**config.mk**
```make
export PLATFORM = sky130hd
export DESIGN_NAME = size_snap_with_hysteresis
export DESIGN_NICKNAME = d
export VERILOG_FILES = /design/src/sv/ssh_pkg.sv /design/src/sv/ssh_ctrl.sv /design/src/sv/ssh_dp.sv /design/src/sv/size_snap_with_hysteresis.sv
export SDC_FILE = /design/constraint.sdc
export NUM_CORES = 2
export LEC_CHECK = 0
export ABC_AREA = 1
export BUFFER_PORTS_ARGS = -buffer_cell sky130_fd_sc_hd__buf_2
export CORE_AREA = 2 2 344 346
export CTS_BUF_LIST = sky130_fd_sc_hd__clkbuf_8
export DETAILED_ROUTE_END_ITERATION = 12
export DIE_AREA = 0 0 346 348
export GPL_TIMING_DRIVEN = 1
export PLACE_DENSITY_LB_ADDON = 0.25
export SYNTH_ARGS = -nofsm -noshare
export SYNTH_HDL_FRONTEND = slang
export SYNTH_SLANG_ARGS = --single-unit
```
**constraint.sdc**
```tcl
create_clock -name clk -period 10.9 [get_ports clk]
set_input_delay 2.18 -clock clk [delete_from_list [all_inputs] [get_ports clk]]
set_output_delay 2.18 -clock clk [all_outputs]
set_load 0.02 [all_outputs]
```
**src/sv/ssh_pkg.sv**
```systemverilog
// ----------------------------------------------------------------------------
// ssh_pkg
// Shared types and constants for the size snap block: register indexes,
// reset values, preset table limits and the controller/datapath interface.
// ----------------------------------------------------------------------------
package ssh_pkg;

  // Preset registers in the config map, and the usable limit applied on top
  localparam int PRESET_REGS = 4;
  localparam int MAX_PRESETS = 4;
  localparam int IDX_W       = (PRESET_REGS > 1) ? $clog2(PRESET_REGS) : 1;
  localparam int CNT_W       = 3;   // width of preset_count register
  localparam int THR_W       = 12;
  localparam int DIM_W       = 16;
  localparam int PRE_W       = 32;
  localparam int CFG_IDX_W   = 3;

  // Register map
  localparam logic [CFG_IDX_W-1:0] CFG_SNAP_THRESHOLD   = 3'd0;
  localparam logic [CFG_IDX_W-1:0] CFG_RELEASE_DISTANCE = 3'd1;
  localparam logic [CFG_IDX_W-1:0] CFG_PRESET_COUNT     = 3'd2;
  localparam logic [CFG_IDX_W-1:0] CFG_PRESET_A         = 3'd3;
  localparam logic [CFG_IDX_W-1:0] CFG_PRESET_B         = 3'd4;
  localparam logic [CFG_IDX_W-1:0] CFG_PRESET_C         = 3'd5;
  localparam logic [CFG_IDX_W-1:0] CFG_PRESET_D         = 3'd6;

  // Reset values
  localparam logic [THR_W-1:0] RST_SNAP_THRESHOLD   = 12'd24;
  localparam logic [THR_W-1:0] RST_RELEASE_DISTANCE = 12'd32;
  localparam logic [CNT_W-1:0] RST_PRESET_COUNT     = 3'd3;
  localparam logic [PRE_W-1:0] RST_PRESET_A         = 32'd39322400;  // 800x600
  localparam logic [PRE_W-1:0] RST_PRESET_B         = 32'd50332672;  // 1024x768
  localparam logic [PRE_W-1:0] RST_PRESET_C         = 32'd47187200;  // 1280x720
  localparam logic [PRE_W-1:0] RST_PRESET_D         = 32'd0;

  typedef logic [PRESET_REGS-1:0][PRE_W-1:0] preset_arr_t;

  // Controller -> datapath
  typedef struct packed {
    logic             load_in;
    logic             clr_best;
    logic             mul;
    logic             diff;
    logic             eval;
    logic             decide;
    logic             out_load;
    logic [IDX_W-1:0] idx;
  } ssh_cmd_t;

  // Datapath -> controller
  typedef struct packed {
    logic             loop_go;   // incoming word is eligible and presets in use
    logic [CNT_W-1:0] n_use;     // usable preset count
    logic             out_free;  // output register can take a word
  } ssh_sts_t;

endpackage

```
**src/sv/ssh_ctrl.sv**
```systemverilog
// ----------------------------------------------------------------------------
// ssh_ctrl
// Sequencer: walks the usable presets (multiply, difference, evaluate each),
// then decides engagement and loads the output register.
// ----------------------------------------------------------------------------
module ssh_ctrl
  import ssh_pkg::*;
(
  input  logic     clk,
  input  logic     rst_n,
  input  logic     in_valid,
  output logic     in_ready,
  input  ssh_sts_t sts,
  output ssh_cmd_t cmd
);

  typedef enum logic [5:0] {
    S_IDLE   = 6'b000001,
    S_MUL    = 6'b000010,
    S_DIFF   = 6'b000100,
    S_EVAL   = 6'b001000,
    S_DECIDE = 6'b010000,
    S_OUT    = 6'b100000
  } state_t;

  state_t           state_r, state_nxt;
  logic [IDX_W-1:0] idx_r, idx_nxt;
  logic             last_idx;

  assign last_idx = (CNT_W'(idx_r) + CNT_W'(1)) == sts.n_use;

  always_comb begin
    state_nxt    = state_r;
    idx_nxt      = idx_r;
    cmd          = '0;
    cmd.idx      = idx_r;
    in_ready     = 1'b0;
    unique case (state_r)
      S_IDLE: begin
        in_ready = 1'b1;
        if (in_valid) begin
          cmd.load_in  = 1'b1;
          cmd.clr_best = 1'b1;
          idx_nxt      = '0;
          state_nxt    = sts.loop_go ? S_MUL : S_DECIDE;
        end
      end
      S_MUL: begin
        cmd.mul   = 1'b1;
        state_nxt = S_DIFF;
      end
      S_DIFF: begin
        cmd.diff  = 1'b1;
        state_nxt = S_EVAL;
      end
      S_EVAL: begin
        cmd.eval = 1'b1;
        if (last_idx) begin
          state_nxt = S_DECIDE;
        end else begin
          idx_nxt   = idx_r + IDX_W'(1);
          state_nxt = S_MUL;
        end
      end
      S_DECIDE: begin
        cmd.decide = 1'b1;
        state_nxt  = S_OUT;
      end
      S_OUT: begin
        if (sts.out_free) begin
          cmd.out_load = 1'b1;
          state_nxt    = S_IDLE;
        end
      end
      default: begin
        state_nxt = S_IDLE;
      end
    endcase
  end

  always_ff @(posedge clk) begin
    if (!rst_n) begin
      state_r <= S_IDLE;
      idx_r   <= '0;
    end else begin
      state_r <= state_nxt;
      idx_r   <= idx_nxt;
    end
  end

  a_accept_leaves_idle: assert property (@(posedge clk) disable iff (!rst_n)
    (in_valid && in_ready) |=> (state_r != S_IDLE))
    else $error("accepted word did not start processing");

  a_out_stall_holds: assert property (@(posedge clk) disable iff (!rst_n)
    (state_r == S_OUT && !sts.out_free) |=> (state_r == S_OUT))
    else $error("result dropped while output register busy");

  a_eval_in_range: assert property (@(posedge clk) disable iff (!rst_n)
    (state_r == S_EVAL) |-> (CNT_W'(idx_r) < sts.n_use))
    else $error("preset index beyond usable count");

endmodule

```
**src/sv/ssh_dp.sv**
```systemverilog
// ----------------------------------------------------------------------------
// ssh_dp
// Datapath: input capture, per-preset distance and ratio test, best-match
// tracking, engagement/hold state, anchoring and the output register.
// ----------------------------------------------------------------------------
module ssh_dp
  import ssh_pkg::*;
#(
  parameter int PRESET_LIMIT = MAX_PRESETS
)
(
  input  logic                    clk,
  input  logic                    rst_n,
  input  ssh_cmd_t                cmd,
  output ssh_sts_t                sts,
  // configuration
  input  logic [THR_W-1:0]        snap_threshold,
  input  logic [THR_W-1:0]        release_distance,
  input  logic [CNT_W-1:0]        preset_count,
  input  preset_arr_t             presets,
  // input word
  input  logic                    in_snap_eligible,
  input  logic                    in_session_start,
  input  logic signed [DIM_W-1:0] in_box_x,
  input  logic signed [DIM_W-1:0] in_box_y,
  input  logic [DIM_W-1:0]        in_box_w,
  input  logic [DIM_W-1:0]        in_box_h,
  input  logic [1:0]              in_grabbed_corner,
  input  logic                    in_ratio_locked,
  input  logic [DIM_W-1:0]        in_begin_w,
  input  logic [DIM_W-1:0]        in_begin_h,
  // result word
  output logic                    out_valid,
  input  logic                    out_ready,
  output logic signed [DIM_W:0]   out_x,
  output logic signed [DIM_W:0]   out_y,
  output logic [DIM_W-1:0]        out_w,
  output logic [DIM_W-1:0]        out_h,
  output logic                    out_snapped
);

  localparam int SCL_W = 2 * DIM_W + 10;  // |a-b| * 1000 fits in 42 bits

  // captured word
  logic                    elig_r, start_r, locked_r;
  logic signed [DIM_W-1:0] bx_r, by_r;
  logic [DIM_W-1:0]        bw_r, bh_r, sw_r, sh_r;
  logic [1:0]              corner_r;

  // per-preset pipeline
  logic [2*DIM_W-1:0]      prod_a_r, prod_b_r, prod_p_r;
  logic [SCL_W-1:0]        scaled_r;
  logic [DIM_W-1:0]        dw_r, dh_r;

  // search results
  logic                    found_r, any_valid_r;
  logic [THR_W-1:0]        best_dist_r;
  logic [DIM_W-1:0]        best_w_r, best_h_r;

  // hold state
  logic                    engaged_r, engaged_nxt;
  logic [DIM_W-1:0]        held_w_r, held_h_r;
  logic                    snap_r, snap_nxt;

  // output register
  logic                    out_valid_r;

  logic [CNT_W-1:0]        n_use;
  logic [DIM_W-1:0]        pw, ph, dw, dh, cheb;
  logic [2*DIM_W-1:0]      dabs;
  logic [SCL_W-1:0]        dext;
  logic                    usable, in_rng, ratio_ok, better;
  logic [THR_W-1:0]        hyst;
  logic                    drift, eng0;
  logic [DIM_W+1:0]        ax, ay;

  // usable count: min(preset_count, PRESET_LIMIT, PRESET_REGS)
  always_comb begin
    n_use = preset_count;
    if (int'(n_use) > PRESET_LIMIT)  n_use = CNT_W'(PRESET_LIMIT);
    if (int'(n_use) > PRESET_REGS)   n_use = CNT_W'(PRESET_REGS);
  end

  assign sts.loop_go  = in_snap_eligible && (n_use != '0);
  assign sts.n_use    = n_use;
  assign sts.out_free = !out_valid_r || out_ready;

  assign pw = presets[cmd.idx][DIM_W-1:0];
  assign ph = presets[cmd.idx][PRE_W-1:DIM_W];

  assign dw   = (bw_r > pw) ? (bw_r - pw) : (pw - bw_r);
  assign dh   = (bh_r > ph) ? (bh_r - ph) : (ph - bh_r);
  assign dabs = (prod_a_r > prod_b_r) ? (prod_a_r - prod_b_r) : (prod_b_r - prod_a_r);
  assign dext = SCL_W'(dabs);

  // evaluate stage
  assign usable   = (pw != '0) && (ph != '0);
  assign in_rng   = (dw_r <= DIM_W'(snap_threshold)) && (dh_r <= DIM_W'(snap_threshold));
  assign ratio_ok = !locked_r ||
                    ((sw_r != '0) && (sh_r != '0) && (scaled_r <= SCL_W'(prod_p_r)));
  assign cheb     = (dw_r > dh_r) ? dw_r : dh_r;
  assign better   = !found_r || (cheb[THR_W-1:0] < best_dist_r);

  // decide stage
  assign hyst  = (release_distance > snap_threshold) ? release_distance : snap_threshold;
  assign eng0  = engaged_r && !start_r;
  assign drift = (((bw_r > held_w_r) ? (bw_r - held_w_r) : (held_w_r - bw_r)) > DIM_W'(hyst))
              || (((bh_r > held_h_r) ? (bh_r - held_h_r) : (held_h_r - bh_r)) > DIM_W'(hyst));

  always_comb begin
    engaged_nxt = engaged_r;
    snap_nxt    = 1'b0;
    if (elig_r) begin
      if ((snap_threshold == '0) || !any_valid_r) begin
        engaged_nxt = 1'b0;
      end else if (found_r) begin
        engaged_nxt = 1'b1;
      end else if (eng0 && drift) begin
        engaged_nxt = 1'b0;
      end else begin
        engaged_nxt = eng0;
      end
      snap_nxt = engaged_nxt && (snap_threshold != '0) && any_valid_r;
    end
  end

  // anchor the edge that is not dragged
  assign ax = {{2{bx_r[DIM_W-1]}}, bx_r} + {2'b00, bw_r} - {2'b00, held_w_r};
  assign ay = {{2{by_r[DIM_W-1]}}, by_r} + {2'b00, bh_r} - {2'b00, held_h_r};

  // payload registers
  always_ff @(posedge clk) begin
    if (cmd.load_in) begin
      elig_r   <= in_snap_eligible;
      start_r  <= in_session_start;
      bx_r     <= in_box_x;
      by_r     <= in_box_y;
      bw_r     <= in_box_w;
      bh_r     <= in_box_h;
      corner_r <= in_grabbed_corner;
      locked_r <= in_ratio_locked;
      sw_r     <= in_begin_w;
      sh_r     <= in_begin_h;
    end
    if (cmd.mul) begin
      prod_a_r <= ph * sw_r;
      prod_b_r <= sh_r * pw;
      prod_p_r <= pw * sw_r;
    end
    if (cmd.diff) begin
      scaled_r <= (dext << 10) - (dext << 4) - (dext << 3);  // x1000
      dw_r     <= dw;
      dh_r     <= dh;
    end
    if (cmd.eval && usable && in_rng && ratio_ok && better) begin
      best_dist_r <= cheb[THR_W-1:0];
      best_w_r    <= pw;
      best_h_r    <= ph;
    end
    if (cmd.out_load) begin
      if (snap_r) begin
        out_w <= held_w_r;
        out_h <= held_h_r;
        out_x <= corner_r[0] ? {bx_r[DIM_W-1], bx_r} : ax[DIM_W:0];
        out_y <= corner_r[1] ? {by_r[DIM_W-1], by_r} : ay[DIM_W:0];
      end else begin
        out_w <= bw_r;
        out_h <= bh_r;
        out_x <= {bx_r[DIM_W-1], bx_r};
        out_y <= {by_r[DIM_W-1], by_r};
      end
      out_snapped <= snap_r;
    end
  end

  // control and hold state
  always_ff @(posedge clk) begin
    if (!rst_n) begin
      found_r     <= 1'b0;
      any_valid_r <= 1'b0;
      engaged_r   <= 1'b0;
      held_w_r    <= '0;
      held_h_r    <= '0;
      snap_r      <= 1'b0;
      out_valid_r <= 1'b0;
    end else begin
      if (cmd.clr_best) begin
        found_r     <= 1'b0;
        any_valid_r <= 1'b0;
      end else if (cmd.eval) begin
        if (usable) any_valid_r <= 1'b1;
        if (usable && in_rng && ratio_ok) found_r <= 1'b1;
      end
      if (cmd.decide) begin
        engaged_r <= engaged_nxt;
        snap_r    <= snap_nxt;
        if (elig_r && (snap_threshold != '0) && any_valid_r && found_r) begin
          held_w_r <= best_w_r;
          held_h_r <= best_h_r;
        end
      end
      if (cmd.out_load) begin
        out_valid_r <= 1'b1;
      end else if (out_ready) begin
        out_valid_r <= 1'b0;
      end
    end
  end

  assign out_valid = out_valid_r;

  a_found_needs_valid: assert property (@(posedge clk) disable iff (!rst_n)
    found_r |-> any_valid_r)
    else $error("match recorded without a usable preset");

  a_out_from_load: assert property (@(posedge clk) disable iff (!rst_n)
    $rose(out_valid_r) |-> $past(cmd.out_load))
    else $error("output valid without a load");

  a_snap_needs_engage: assert property (@(posedge clk) disable iff (!rst_n)
    snap_r |-> engaged_r)
    else $error("snap flagged while not engaged");

endmodule

```
**src/sv/size_snap_with_hysteresis.sv**
```systemverilog
// ----------------------------------------------------------------------------
// size_snap_with_hysteresis
// Snaps a dragged window size to the nearest preset within a threshold and
// holds it until the size drifts past the release distance.
// ----------------------------------------------------------------------------
//
//   channel | handshake           | payload
//   --------+---------------------+---------------------------------------------
//   in      | in_valid/in_ready   | snap_eligible, session_start, box x/y/w/h,
//           |                     | grabbed_corner, ratio_locked, begin_w/h
//   out     | out_valid/out_ready | out_x, out_y, out_w, out_h, out_snapped
//   cfg     | cfg_we              | cfg_index, cfg_wdata (write only)
//
// Sequence: an accepted word gets, for each usable preset (0..4 for an
//   eligible word, none for an ineligible one), multiply, difference and
//   evaluate steps on one shared set of three 16x16 multipliers, then the
//   decide step and the load into the output register. The sequencer
//   returns to idle after the load, so a new word is taken only once the
//   previous one has been loaded into the output register.
// Reset: rst_n synchronous, active low; config returns to defaults and the
//   engagement/hold state clears.
// Stalls: a finished word waits in the output register; the next word is
//   accepted meanwhile, and the sequencer stalls only at its own output load.
//
module size_snap_with_hysteresis
  import ssh_pkg::*;
#(
  parameter int PRESET_LIMIT = MAX_PRESETS
)
(
  input  logic                        clk,
  input  logic                        rst_n,
  // config write port
  input  logic                        cfg_we,
  input  logic [CFG_IDX_W-1:0]        cfg_index,
  input  logic [PRE_W-1:0]            cfg_wdata,
  // input channel
  input  logic                        in_valid,
  output logic                        in_ready,
  input  logic                        in_snap_eligible,
  input  logic                        in_session_start,
  input  logic signed [DIM_W-1:0]     in_box_x,
  input  logic signed [DIM_W-1:0]     in_box_y,
  input  logic [DIM_W-1:0]            in_box_w,
  input  logic [DIM_W-1:0]            in_box_h,
  input  logic [1:0]                  in_grabbed_corner,
  input  logic                        in_ratio_locked,
  input  logic [DIM_W-1:0]            in_begin_w,
  input  logic [DIM_W-1:0]            in_begin_h,
  // result channel
  output logic                        out_valid,
  input  logic                        out_ready,
  output logic signed [DIM_W:0]       out_x,
  output logic signed [DIM_W:0]       out_y,
  output logic [DIM_W-1:0]            out_w,
  output logic [DIM_W-1:0]            out_h,
  output logic                        out_snapped
);

  // Config registers
  logic [THR_W-1:0] snap_threshold_r;
  logic [THR_W-1:0] release_distance_r;
  logic [CNT_W-1:0] preset_count_r;
  preset_arr_t      presets_r;

  ssh_cmd_t cmd;
  ssh_sts_t sts;

  always_ff @(posedge clk) begin
    if (!rst_n) begin
      snap_threshold_r   <= RST_SNAP_THRESHOLD;
      release_distance_r <= RST_RELEASE_DISTANCE;
      preset_count_r     <= RST_PRESET_COUNT;
      presets_r[0]       <= RST_PRESET_A;
      presets_r[1]       <= RST_PRESET_B;
      presets_r[2]       <= RST_PRESET_C;
      presets_r[3]       <= RST_PRESET_D;
    end else if (cfg_we) begin
      unique case (cfg_index)
        CFG_SNAP_THRESHOLD:   snap_threshold_r   <= cfg_wdata[THR_W-1:0];
        CFG_RELEASE_DISTANCE: release_distance_r <= cfg_wdata[THR_W-1:0];
        CFG_PRESET_COUNT:     preset_count_r     <= cfg_wdata[CNT_W-1:0];
        CFG_PRESET_A:         presets_r[0]       <= cfg_wdata;
        CFG_PRESET_B:         presets_r[1]       <= cfg_wdata;
        CFG_PRESET_C:         presets_r[2]       <= cfg_wdata;
        CFG_PRESET_D:         presets_r[3]       <= cfg_wdata;
        default: ;  // unmapped index: write dropped
      endcase
    end
  end

  ssh_ctrl u_ctrl (
    .clk      (clk),
    .rst_n    (rst_n),
    .in_valid (in_valid),
    .in_ready (in_ready),
    .sts      (sts),
    .cmd      (cmd)
  );

  ssh_dp #(
    .PRESET_LIMIT (PRESET_LIMIT)
  ) u_dp (
    .clk               (clk),
    .rst_n             (rst_n),
    .cmd               (cmd),
    .sts               (sts),
    .snap_threshold    (snap_threshold_r),
    .release_distance  (release_distance_r),
    .preset_count      (preset_count_r),
    .presets           (presets_r),
    .in_snap_eligible  (in_snap_eligible),
    .in_session_start  (in_session_start),
    .in_box_x          (in_box_x),
    .in_box_y          (in_box_y),
    .in_box_w          (in_box_w),
    .in_box_h          (in_box_h),
    .in_grabbed_corner (in_grabbed_corner),
    .in_ratio_locked   (in_ratio_locked),
    .in_begin_w        (in_begin_w),
    .in_begin_h        (in_begin_h),
    .out_valid         (out_valid),
    .out_ready         (out_ready),
    .out_x             (out_x),
    .out_y             (out_y),
    .out_w             (out_w),
    .out_h             (out_h),
    .out_snapped       (out_snapped)
  );

endmodule
```
==> results.cfg <==
[timing]
clock_skew_ns = 0.0545
final.setup.tns_ns = 0
timing_worst_slew_pin_value_ns = 1.19
timing.max_slew.rel_slack_pct = 20.7
fmax_mhz = 120
final_min_period_over_clock_period_pct = 76.7
drv_slew = 0
hold_violations = 0
post-route-min-period_ns = 8.36
report.final.setup_viol = 0
grt_setup_unrepaired = no

[global_routing]
grt_pass1_vias = 53600
globalRoute.totalOverflow = 0
largest_net_degree_at_the_start_of_global_routing = 104
antenna_found_initial = 8
grt_first_pass_wirelength_um = 312000
groute.usage.overall_pct = 34.0

[route]
met2_wirelength_um = 88600
drt-pass1-iter-count = 7
wl_met1_um = 85800
drc = 0
wirelength_um = 206000
detail_route.wl_per_cell_um = 21.1
via_count = 54700
ant_nets = 0
avgViaCountPerCell = 5.62
top_layer_used = met4
first_iter_violations = 5552
route.met3.wl_um = 22900

[logic_synthesis]
synth-edff-count = 379
post_synth_inst_count = 7931
synth.lib_cells_used.distinct = 61
synth_warnings = 0
synth-compound-area-share_pct = 10.0
yosys_register_bits = 579
synth.mux.area_fraction_pct = 0.290
post_synth_and_or_nand_nor_area_fraction_pct = 17.9
synth_adder_area_share_pct = 34.1
synth_top_family_by_area = adder cells
net_count_after_synthesis = 9418
syn-cell-area_um2 = 63800
dominantRegCellSynth = sky130_fd_sc_hd__edfxtp_1
synth-xor-area-share_pct = 3.23
synth_async_sr_flop_share_pct = 0
synth_seq_area_share_pct = 24.1
synth_area_per_cell_um2 = 8.04

[clocking]
clk_pin_slew_ns = 0.06
worstSkewPairLatency_ns = 0.89
cts_hold_buf = 0
cts.repair.resized = 0
clk_root_buffer_cell = sky130_fd_sc_hd__clkbuf_8
clock_path_buffers = 3
tritoncts = built
clock_sink_count = 579
tritoncts.num_buffers = 106
cts_post_setup_buffers_inserted = 0
htree_num_levels = 3

[floorplanning]
die_width_um = 346
core_um2 = 117000
fp.dieArea_um2 = 120000
ios = 210
rows = 126
initial_core_util_pct = 54.5
die-height_um = 348

[critical_path]
required_ns = 11.49
timing.reg2reg.setup_slack_ns = 2.54
timing.critical_path.slowest_stage_cell = sky130_fd_sc_hd__dfxtp_2
endpoint_kind = flop
worstPathArrival_ns = 8.95
timing.critical_path.fanout_max = 50
worst-setup-path-type = reg2reg
start_kind = flop
critical-path-top-delay-family = adder cells
slowest_delay_ns = 0.97
crit_path_frequent_cell = sky130_fd_sc_hd__fa_1
timing.critical_path.buf_inv = 7

[cells_and_area]
drive_above_1_share_pct = 6.44
n_fill_cell = 10800
layout.cells.most_common = sky130_fd_sc_hd__nand2_1
layout_common_cells = sky130_fd_sc_hd__nand2_1, sky130_fd_sc_hd__inv_1, sky130_fd_sc_hd__nor2_1
flow.area_growth_from_synthesis_pct = 7.87
final_nets = 9578

[place]
port-buffer-count = 209
dp_hpwl_um = 162000
gpl.final_weighted_congestion = 1.01

[run_status]
run_status = complete, no violations

[job]
drv_cap = 0

[worst_hold_path]
hold_removal_path_class = reg2reg
-- layout make-up --
class | count | area (µm²) | area share (%)
repair buffers | 293 | 1680 | 2.44
multi-input cells | 5601 | 41800 | 60.7
flip-flops and latches | 579 | 15400 | 22.4
diodes | 6 | 15.0 | 0.0218
clock buffers | 114 | 1570 | 2.28
inverters | 1510 | 5670 | 8.24
well taps | 1536 | 1920 | 2.79
clock inverters | 85 | 759 | 1.10
-- registers in the layout, indices dropped and copies added, names as in the netlist, 17 cells and up --
signal	flops
u_dp.out_x	17
u_dp.out_y	17
u_dp.prod_b_r	32
presets_r	128
u_dp.prod_p_r	32
u_dp.scaled_r	39
u_dp.prod_a_r	32
-- tightest hold or removal path: stages (launching register included) --
cell,delay (ns)
sky130_fd_sc_hd__dfxtp_1,0.30
sky130_fd_sc_hd__inv_1,0.06
sky130_fd_sc_hd__a21oi_1,0.05
-- Yosys cell counts (4+ instances only) --
cell | count | area (µm²)
sky130_fd_sc_hd__nand4_1 | 41 | 257
sky130_fd_sc_hd__o221a_2 | 6 | 67.6
sky130_fd_sc_hd__inv_1 | 1481 | 5560
sky130_fd_sc_hd__buf_1 | 10 | 37.5
sky130_fd_sc_hd__nor2_1 | 859 | 3220
sky130_fd_sc_hd__a211oi_1 | 13 | 97.6
sky130_fd_sc_hd__a21oi_1 | 476 | 2380
sky130_fd_sc_hd__clkinv_1 | 22 | 82.6
sky130_fd_sc_hd__nand3b_1 | 5 | 37.5
sky130_fd_sc_hd__o21ai_1 | 11 | 55.1
sky130_fd_sc_hd__a221oi_1 | 7 | 61.3
sky130_fd_sc_hd__a21boi_0 | 9 | 67.6
sky130_fd_sc_hd__o31ai_1 | 7 | 52.6
sky130_fd_sc_hd__o21bai_1 | 47 | 353
sky130_fd_sc_hd__o21a_1 | 20 | 150
sky130_fd_sc_hd__edfxtp_1 | 379 | 11400
sky130_fd_sc_hd__o221ai_1 | 6 | 52.6
sky130_fd_sc_hd__fa_1 | 649 | 13000
sky130_fd_sc_hd__ha_1 | 697 | 8720
sky130_fd_sc_hd__nand2_1 | 1591 | 5970
sky130_fd_sc_hd__a31o_2 | 6 | 52.6
sky130_fd_sc_hd__o211ai_1 | 17 | 128
sky130_fd_sc_hd__mux2_2 | 4 | 45.0
sky130_fd_sc_hd__clkbuf_1 | 192 | 721
sky130_fd_sc_hd__mux2i_1 | 14 | 140
sky130_fd_sc_hd__xnor2_1 | 77 | 674
sky130_fd_sc_hd__nor3_1 | 42 | 210
sky130_fd_sc_hd__nand2_2 | 13 | 81.3
sky130_fd_sc_hd__clkbuf_2 | 6 | 30.0
sky130_fd_sc_hd__inv_2 | 7 | 26.3
sky130_fd_sc_hd__nor4_1 | 29 | 181
sky130_fd_sc_hd__dfxtp_1 | 200 | 4000
sky130_fd_sc_hd__o21ai_0 | 434 | 2170
sky130_fd_sc_hd__buf_2 | 27 | 135
sky130_fd_sc_hd__xor2_1 | 158 | 1380
sky130_fd_sc_hd__a21o_1 | 47 | 353
sky130_fd_sc_hd__nand3_1 | 244 | 1220
sky130_fd_sc_hd__a31oi_1 | 23 | 144
sky130_fd_sc_hd__or2_2 | 8 | 50.1
sky130_fd_sc_hd__o2111ai_1 | 7 | 61.3
-- path summary, 6_finish.rpt --
path | start | endpoint | depth (start not counted)
max | u_ctrl.idx_r[0]$_SDFFE_PN0P_ | u_dp.prod_b_r[29]$_DFFE_PP_ | 27
min | presets_r[15]$_SDFFE_PN0P_ | presets_r[15]$_SDFFE_PN0P_ | 2
max reg2reg | u_ctrl.idx_r[0]$_SDFFE_PN0P_ | u_dp.prod_b_r[29]$_DFFE_PP_ | 27
min reg2reg | presets_r[15]$_SDFFE_PN0P_ | presets_r[15]$_SDFFE_PN0P_ | 2
-- logic make-up after synthesis --
logic type,count (synthesis)
xor+xnor,235
simple gates,2851
compound gates,1151
flops,579
mux,18
fa+ha+maj,1346
buf+inv,1751
-- through the flow --
| step | setup slack (ns) | util [%] | hold slack (ns) | cell area [µm²] | cells |
|---|---|---|---|---|---|
| global route | 2.18 | 58.8 | 0.477 | 68800 | 9724 |
| global placement | 2.89 | 56.8 | 0.434 | 66400 | 9519 |
| floorplan | 2.67 | - | 0.406 | 63800 | 7931 |
| detailed placement | 2.80 | 56.8 | 0.441 | 66400 | 9519 |
| finish | 2.54 | 58.8 | 0.452 | 68800 | 9724 |
| CTS | 2.72 | 58.8 | 0.451 | 68800 | 9718 |
-- layer usage --
metal | vias up | GRT usage [%]
li1 | 25300 | -
met1 | 26300 | 46.5
met2 | 2509 | 51.4
met3 | 529 | 9.83
met4 | 0 | 12.2
met5 | - | 0
Power is not shown: default switching activity piles up to over one toggle a cycle in this logic, so the estimate is an artifact.
